<file path="config.mk">
export PLATFORM = sky130hd
export DESIGN_NAME = color_interpolated_line_draw_unit
export DESIGN_NICKNAME = d
export VERILOG_FILES = /design/src/hdl/cild_pkg.sv /design/src/hdl/color_interpolated_line_draw_unit.sv /design/src/hdl/cild_front.sv /design/src/hdl/cild_back.sv
export SDC_FILE = /design/constraint.sdc
export NUM_CORES = 1
export LEC_CHECK = 0
export ABC_AREA = 0
export BUFFER_PORTS_ARGS = -buffer_cell sky130_fd_sc_hd__buf_2
export CAP_MARGIN = 20
export CELL_PAD_IN_SITES_DETAIL_PLACEMENT = 1
export CELL_PAD_IN_SITES_GLOBAL_PLACEMENT = 1
export CORE_MARGIN = 3
export CORE_UTILIZATION = 40
export CTS_CLUSTER_DIAMETER = 100
export CTS_CLUSTER_SIZE = 24
export DETAILED_ROUTE_END_ITERATION = 6
export GPL_ROUTABILITY_DRIVEN = 0
export PLACE_DENSITY_LB_ADDON = 0.1
export SLEW_MARGIN = 5
export SYNTH_ARGS = -nofsm -noshare
export SYNTH_HDL_FRONTEND = slang
export SYNTH_HIERARCHICAL = 1
export SYNTH_SLANG_ARGS = --single-unit
</file>
<file path="constraint.sdc">
create_clock -name clk -period 5.6 [get_ports clk]
set_input_delay 1.68 -clock clk [delete_from_list [all_inputs] [get_ports clk]]
set_output_delay 1.68 -clock clk [all_outputs]
set_load 0.05 [all_outputs]
</file>
<file path="src/hdl/cild_pkg.sv">
`timescale 1ns / 1ps
// ----------------------------------------------------------------------------
// cild_pkg: shared types and constants of the colour line walker
// Holds the payload structs, the queue entry and the fixed-point sizes.
// ----------------------------------------------------------------------------
package cild_pkg;

	localparam int CoordW = 6;
	localparam int ColW = 8;
	localparam int FracW = 8;
	// colour accumulator: sign, headroom and fraction
	localparam int AccW = ColW + FracW + 2;
	// numerator of the colour step: signed difference times the fraction scale
	localparam int NumW = ColW + FracW + 1;

	typedef struct packed {
		logic [CoordW-1:0] start_x;
		logic [CoordW-1:0] start_y;
		logic [CoordW-1:0] end_x;
		logic [CoordW-1:0] end_y;
		logic [ColW-1:0] start_red;
		logic [ColW-1:0] start_green;
		logic [ColW-1:0] start_blue;
		logic [ColW-1:0] end_red;
		logic [ColW-1:0] end_green;
		logic [ColW-1:0] end_blue;
	} line_in_t;

	typedef struct packed {
		logic [CoordW-1:0] pixel_x;
		logic [CoordW-1:0] pixel_y;
		logic [ColW-1:0] pixel_red;
		logic [ColW-1:0] pixel_green;
		logic [ColW-1:0] pixel_blue;
		logic last_pixel;
	} pixel_out_t;

	// classified line, ordered so the major coordinate rises
	typedef struct packed {
		logic xmajor;
		logic [CoordW-1:0] maj0;
		logic [CoordW-1:0] min0;
		logic [CoordW-1:0] len;
		logic [CoordW-1:0] mlen;
		logic minor_down;
		logic [2:0][ColW-1:0] c0;
		logic [2:0][ColW-1:0] c1;
	} line_cmd_t;

endpackage

</file>
<file path="src/hdl/color_interpolated_line_draw_unit.sv">
`timescale 1ns / 1ps
// ----------------------------------------------------------------------------
// color_interpolated_line_draw_unit: colour-interpolated midpoint line walker
// A line is taken when start is high and busy low. It lands in a one-entry
// queue, and busy is high only while that entry holds a line the walker has
// not yet taken, so a new line can be queued while the walker is drawing. The
// walker takes the queued line once it is idle, divides the colour steps
// serially, then emits one pixel per cycle, len pixels in all. A line
// waiting in the queue is taken as soon as the walker returns to idle.
// Results are strobed for one cycle and cannot be stalled. Lines of zero
// length are dropped.
// ----------------------------------------------------------------------------
module color_interpolated_line_draw_unit import cild_pkg::*; (
	input  logic       clk,
	input  logic       arst_n,
	input  logic       start,
	output logic       busy,
	input  line_in_t   line_in,
	output pixel_out_t pixel,
	output logic       pixel_strobe
);

	line_cmd_t cmd_c, qcmd_q;
	logic cmd_ok, full_q, take;

	cild_front u_front (.line_in(line_in), .cmd(cmd_c), .cmd_valid(cmd_ok));

	assign busy = full_q;

	// one-entry queue between classifier and walker
	always_ff @(posedge clk or negedge arst_n) begin
		if (!arst_n) begin
			full_q <= 1'b0;
		end else begin
			if (start && !full_q && cmd_ok) full_q <= 1'b1;
			else if (take) full_q <= 1'b0;
		end
	end

	always_ff @(posedge clk) begin
		if (start && !full_q) qcmd_q <= cmd_c;
	end

	cild_back u_back (.clk(clk), .arst_n(arst_n), .cmd(qcmd_q), .cmd_valid(full_q),
		.cmd_take(take), .pixel(pixel), .pixel_valid(pixel_strobe));

endmodule

</file>
<file path="src/hdl/cild_front.sv">
`timescale 1ns / 1ps
// ----------------------------------------------------------------------------
// cild_front: line classifier
// Picks the major axis, orders endpoints and flags degenerate lines.
// ----------------------------------------------------------------------------
module cild_front import cild_pkg::*; (
	input  line_in_t  line_in,
	output line_cmd_t cmd,
	output logic      cmd_valid
);

	logic [CoordW:0] dx, dy;
	logic [CoordW-1:0] adx, ady, mj0, mn0, mj1, mn1;
	logic xmaj, swap;

	// compare spans and order endpoints
	always_comb begin
		dx = {1'b0, line_in.end_x} - {1'b0, line_in.start_x};
		dy = {1'b0, line_in.end_y} - {1'b0, line_in.start_y};
		adx = dx[CoordW] ? CoordW'(-dx) : dx[CoordW-1:0];
		ady = dy[CoordW] ? CoordW'(-dy) : dy[CoordW-1:0];
		xmaj = ady <= adx;
		mj0 = xmaj ? line_in.start_x : line_in.start_y;
		mn0 = xmaj ? line_in.start_y : line_in.start_x;
		mj1 = xmaj ? line_in.end_x : line_in.end_y;
		mn1 = xmaj ? line_in.end_y : line_in.end_x;
		swap = mj1 < mj0;
		cmd.xmajor = xmaj;
		cmd.maj0 = swap ? mj1 : mj0;
		cmd.min0 = swap ? mn1 : mn0;
		cmd.len = swap ? (mj0 - mj1) : (mj1 - mj0);
		cmd.minor_down = swap ? (mn0 < mn1) : (mn1 < mn0);
		cmd.mlen = xmaj ? ady : adx;
		cmd.c0 = swap ? {line_in.end_blue, line_in.end_green, line_in.end_red}
			: {line_in.start_blue, line_in.start_green, line_in.start_red};
		cmd.c1 = swap ? {line_in.start_blue, line_in.start_green, line_in.start_red}
			: {line_in.end_blue, line_in.end_green, line_in.end_red};
		cmd_valid = cmd.len != '0;
	end

endmodule

</file>
<file path="src/hdl/cild_back.sv">
`timescale 1ns / 1ps
// ----------------------------------------------------------------------------
// cild_back: pixel walker
// Divides the colour steps serially, then emits one pixel per cycle.
// ----------------------------------------------------------------------------
module cild_back import cild_pkg::*; (
	input  logic       clk,
	input  logic       arst_n,
	input  line_cmd_t  cmd,
	input  logic       cmd_valid,
	output logic       cmd_take,
	output pixel_out_t pixel,
	output logic       pixel_valid
);

	localparam logic [1:0] StIdle = 2'd0;
	localparam logic [1:0] StDiv = 2'd1;
	localparam logic [1:0] StWalk = 2'd2;

	logic [1:0] state_q;
	line_cmd_t line_q;
	logic [4:0] bit_q;
	logic [2:0][NumW-1:0] quo_q;
	logic [2:0][CoordW:0] rem_q;
	logic [2:0] neg_q;
	logic [2:0][AccW-1:0] acc_q;
	logic [CoordW-1:0] k_q, min_q;
	logic signed [CoordW+2:0] d_q;
	logic [2:0][NumW-1:0] mag;
	logic [2:0][CoordW:0] rtry;

	assign cmd_take = state_q == StIdle && cmd_valid;

	// magnitude of each colour difference, scaled
	always_comb begin
		for (int i = 0; i < 3; i++) begin
			mag[i] = (cmd.c1[i] >= cmd.c0[i])
				? NumW'({cmd.c1[i] - cmd.c0[i], {FracW{1'b0}}})
				: NumW'({cmd.c0[i] - cmd.c1[i], {FracW{1'b0}}});
			rtry[i] = {rem_q[i][CoordW-1:0], quo_q[i][NumW-1]};
		end
	end

	// sequence divide and walk
	always_ff @(posedge clk or negedge arst_n) begin
		if (!arst_n) begin
			state_q <= StIdle;
			pixel_valid <= 1'b0;
		end else begin
			pixel_valid <= 1'b0;
			case (state_q)
				StIdle: begin
					if (cmd_valid) begin
						state_q <= StDiv;
						bit_q <= 5'(NumW);
						line_q <= cmd;
						for (int i = 0; i < 3; i++) begin
							quo_q[i] <= mag[i];
							rem_q[i] <= '0;
							neg_q[i] <= cmd.c1[i] < cmd.c0[i];
							acc_q[i] <= AccW'({cmd.c0[i], {FracW{1'b0}}});
						end
						k_q <= '0;
						min_q <= cmd.min0;
						d_q <= $signed({2'b0, cmd.mlen, 1'b0}) - $signed({3'b0, cmd.len});
					end
				end
				StDiv: begin
					// one restoring quotient bit per cycle
					for (int i = 0; i < 3; i++) begin
						if (rtry[i] >= {1'b0, line_q.len}) begin
							rem_q[i] <= rtry[i] - {1'b0, line_q.len};
							quo_q[i] <= {quo_q[i][NumW-2:0], 1'b1};
						end else begin
							rem_q[i] <= rtry[i];
							quo_q[i] <= {quo_q[i][NumW-2:0], 1'b0};
						end
					end
					bit_q <= bit_q - 5'd1;
					if (bit_q == 5'd1) state_q <= StWalk;
				end
				StWalk: begin
					pixel_valid <= 1'b1;
					pixel.pixel_x <= line_q.xmajor ? line_q.maj0 + k_q : min_q;
					pixel.pixel_y <= line_q.xmajor ? min_q : line_q.maj0 + k_q;
					pixel.pixel_red <= acc_q[0][AccW-1] ? '0 : (|acc_q[0][AccW-2:AccW-2]
						? 8'hFF : acc_q[0][FracW+ColW-1:FracW]);
					pixel.pixel_green <= acc_q[1][AccW-1] ? '0 : (|acc_q[1][AccW-2:AccW-2]
						? 8'hFF : acc_q[1][FracW+ColW-1:FracW]);
					pixel.pixel_blue <= acc_q[2][AccW-1] ? '0 : (|acc_q[2][AccW-2:AccW-2]
						? 8'hFF : acc_q[2][FracW+ColW-1:FracW]);
					pixel.last_pixel <= k_q == line_q.len - 1'b1;
					if (d_q > 0) begin
						min_q <= line_q.minor_down ? min_q - 1'b1 : min_q + 1'b1;
						d_q <= d_q + $signed({2'b0, line_q.mlen, 1'b0})
							- $signed({2'b0, line_q.len, 1'b0});
					end else begin
						d_q <= d_q + $signed({2'b0, line_q.mlen, 1'b0});
					end
					for (int i = 0; i < 3; i++)
						acc_q[i] <= neg_q[i] ? acc_q[i] - AccW'(quo_q[i])
							: acc_q[i] + AccW'(quo_q[i]);
					k_q <= k_q + 1'b1;
					if (k_q == line_q.len - 1'b1) state_q <= StIdle;
				end
				default: state_q <= StIdle;
			endcase
		end
	end

	a_walk_ends: assert property (@(posedge clk) disable iff (!arst_n)
		pixel_valid && pixel.last_pixel |-> state_q == StIdle) else $error("walk overrun");
	a_take_idle: assert property (@(posedge clk) disable iff (!arst_n)
		cmd_take |=> state_q == StDiv) else $error("no divide after take");
	a_no_out_div: assert property (@(posedge clk) disable iff (!arst_n)
		state_q == StDiv |=> !pixel_valid || $past(state_q) == StWalk) else $error("early pixel");

endmodule

</file>
==> metrics.yaml <==
drv_slew: 0
ys_ff_latch: 287
synthToLayoutAreaGrowth_pct: 19.6
max_slew.worst_pin.slew_ns: 1.01
max_stage_delay_ns: 0.53
grt_max_degree: 83
syn_inst: 2007
violations: "negative setup slack"
coreArea_um2: 49500
hpwl_mm: 39.8
fin_area_um2: 24200
io_pins: 114
clkLatencyLatePin_ns: 0.55
timing.rr.start: "u_back/quo_q[20]"
post-route-period-util: 1.19
min_path_cells: 0
critPathRequiredTime_ns: 6.03
worstSetupPathType: "input pin to flip-flop"
ant_nets: 0
nets: 2557
reg2reg_depth: 12
cts_tree: "built"
fmax_ghz: 0.150
peakVddDrop_mv: 0.415
hold_path_class: "flip-flop to flip-flop"
multi_input_area_um2: 11200
grt_pass1_wl_mm: 89.7
num_rows: 81
fillCellCount: 5564
drive_above_1_share: 0.214
reg2reg_setup_slack_ns: 1.79
power_density_nw_per_um2: 672
wl_met3_mm: 1.44
clock_sinks: 287
crit_path_start: "line_in[54]"
clk_path_buf_depth: 3
finalSetupViolations: 67
hold_viol: 0
top_layer: "met4"
root_buffer: "clkbuf_16"
yosysWarnings: 6
synthArstFlopShare: 0.0139
grt_pass1_vias: 16919
power.leakage_nw: 10.1
grt_remaining_overflow: 0
numCtsBuffers: 18
fin_skew_ns: 0.0247
synth_top_flop_cell: "edfxtp_1"
drt-vias-per-instance: 5.34
die_h_um: 231
ctsHoldBuffers: 0
wl_met1_mm: 26.1
seq_area_frac_synth: 0.425
port_buffers: 113
vias: 15790
synth.avg_cell_area_um2: 10.1
crit_path_top_delay_cell: "or4_1"
place_ws_ns: -1.96
fin_crit_ns: 6.67
yosysUniqueCellTypes: 85
path_max_fanout: 5
worstSetupEndpoint: "busy"
start_util: 0.409
grt_setup_unrepaired: "yes"
syn_nets: 2281
seq_area_um2: 8600
reg2reg_to: "u_back/acc_q[33]"
cp.arrival_ns: 7.10
outcome: "finished with violations"
drc_errors: 0
end_kind: "flip-flop"
die_area_um2: 53300
track_usage: 0.208
cts_max_level: 1
drtIter0Drc: 818
hold_ws_ns: 0.428
dr.pass1.iters: 5
finalWirelength_mm: 55.9
antenna_found_initial: 1
syn_area_um2: 20200
slew_headroom: 0.323
synth_edf_count: 283
postPlaceCellArea_um2: 22700
cp-start-kind: "input pin"
wl_per_cell_um: 18.9
die_w_um: 231
dr_wl_met2_mm: 27.3
clk_pin_slew_ns: 0.10
setup_slack_ns: -1.07
cap_violations: 0
flip-flops by register name, summed over array words and instances (netlist names), 6 cells and up:
signal         flops
u_back/d_q         9
u_back/pixel      37
u_back/line_q     20
u_back/min_q       6
qcmd_q            74
u_back/quo_q      51
u_back/rem_q      18
u_back/k_q         6
u_back/acc_q      54
through the flow:
| step | utilization | instances | setup TNS, ns | total power [mW] |
|---|---|---|---|---|
| after floorplan | - | 2007 | -78.96 | 10.6 |
| after global placement | 0.460 | 2884 | -78.26 | 12.7 |
| after detailed placement | 0.460 | 2884 | -93.58 | 13.0 |
| final | 0.489 | 2959 | -46.65 | 16.3 |
| after global routing | 0.489 | 2959 | -60.79 | 17.6 |
| after CTS | 0.486 | 2951 | -43.20 | 16.2 |
cell usage after synthesis, types with 7 or more instances:
library cell	count	area, µm²
a211oi_1	18	135
a21o_1	51	383
a21oi_1	157	786
a31oi_1	35	219
and2_1	27	169
clkbuf_1	44	165
edfxtp_1	283	8500
fa_1	19	380
ha_1	180	2250
inv_1	154	578
mux2_2	59	664
mux2i_1	33	330
nand2_1	108	405
nand2b_1	21	131
nand3_1	15	75.1
nand3b_1	15	113
nand4_1	15	93.8
nor2_1	252	946
nor2b_1	23	144
nor3_1	30	150
nor4_1	13	81.3
o211ai_1	12	90.1
o21a_1	9	67.6
o21ai_0	112	561
o21bai_1	7	52.6
xnor2_1	123	1080
xor2_1	59	517
what timing repair did:
action	4_1_cts	5_1_grt
pin swaps	22	12
setup endpoints to repair	67	67
setup buffers	31	7
gates resized for setup	70	23
cloned	7	0
how the worst min path moves through the flow:
stage | slack, ns | to | from
floorplan | 0.40 | u_back/line_q[48] | qcmd_q[48]
CTS | 0.43 | u_back/line_q[69] | qcmd_q[69]
global route | 0.44 | u_back/line_q[67] | qcmd_q[67]
finish | 0.43 | u_back/line_q[67] | qcmd_q[67]
global placement | 0.40 | u_back/line_q[70] | qcmd_q[70]
detailed placement | 0.41 | u_back/line_q[69] | qcmd_q[69]
power by group:
group          switching, mW  internal (mW)  leakage [nW]  total (mW)
Clock                  0.799          0.669         0.285        1.47
Sequential             0.529           3.44          2.68        3.97
Combinational           5.62           5.21          7.10        10.8
Total                   6.95           9.32          10.1        16.3
placed cells by master (no fill, tap or decap), drive strengths merged, types with 5 or more instances in the layout:
cell type  count
nand4         15
nand3         15
buf          310
or2            5
fa            19
nand3b        15
inv          158
o21ai        117
and3           6
a21oi        159
nor4          13
a31oi         36
mux2          59
nor2b         24
and2          28
a21o          51
ha           180
nor2         255
nand2        108
nor3          31
o21a           9
o21bai         7
edfxtp       283
clkbuf        24
xnor2        123
a311oi         5
o211ai        12
o22ai          5
o31ai          7
xor2          59
mux2i         33
nand2b        21
nor3b          5
a211oi        18
cell families (layout without fill, tap and decap cells):
logic type | Yosys count | count (layout) | synth area share
XOR/XNOR | 182 | 182 | 0.0788
flip-flops | 287 | 287 | 0.425
AO/OA/AOI/OAI | 482 | 482 | 0.149
other | 0 | 1 | 0
adder cells (fa/ha/maj) | 200 | 200 | 0.131
buffers and inverters | 209 | 496 | 0.0396
AND/OR/NAND/NOR | 555 | 555 | 0.128
multiplexers | 92 | 92 | 0.0492
metal layers:
layer	GRT usage	vias to the layer above
li1	-	7760
met1	0.277	7777
met2	0.367	195
met3	0.0237	58
met5	0	-
met4	0.0447	0
critical path: cells and delay by family:
| kind | cells | cell delay (ns) |
|---|---|---|
| mux | 1 | 0.22 |
| fa+ha+maj | 4 | 1.09 |
| xor+xnor | 2 | 0.36 |
| compound gates | 12 | 1.84 |
| simple gates | 7 | 1.42 |
| buf+inv | 5 | 0.47 |
area by class of cell:
type | instances | area share
Tap cell | 664 | 0.0343
Sequential cell | 287 | 0.355
Antenna cell | 1 | 0.000103
Clock buffer | 24 | 0.0208
Inverter | 155 | 0.0248
Timing Repair Buffer | 310 | 0.0968
Multi-Input combinational cell | 1511 | 0.464
Clock inverter | 7 | 0.00383
Note: power is estimated with default switching activity, not from simulation.
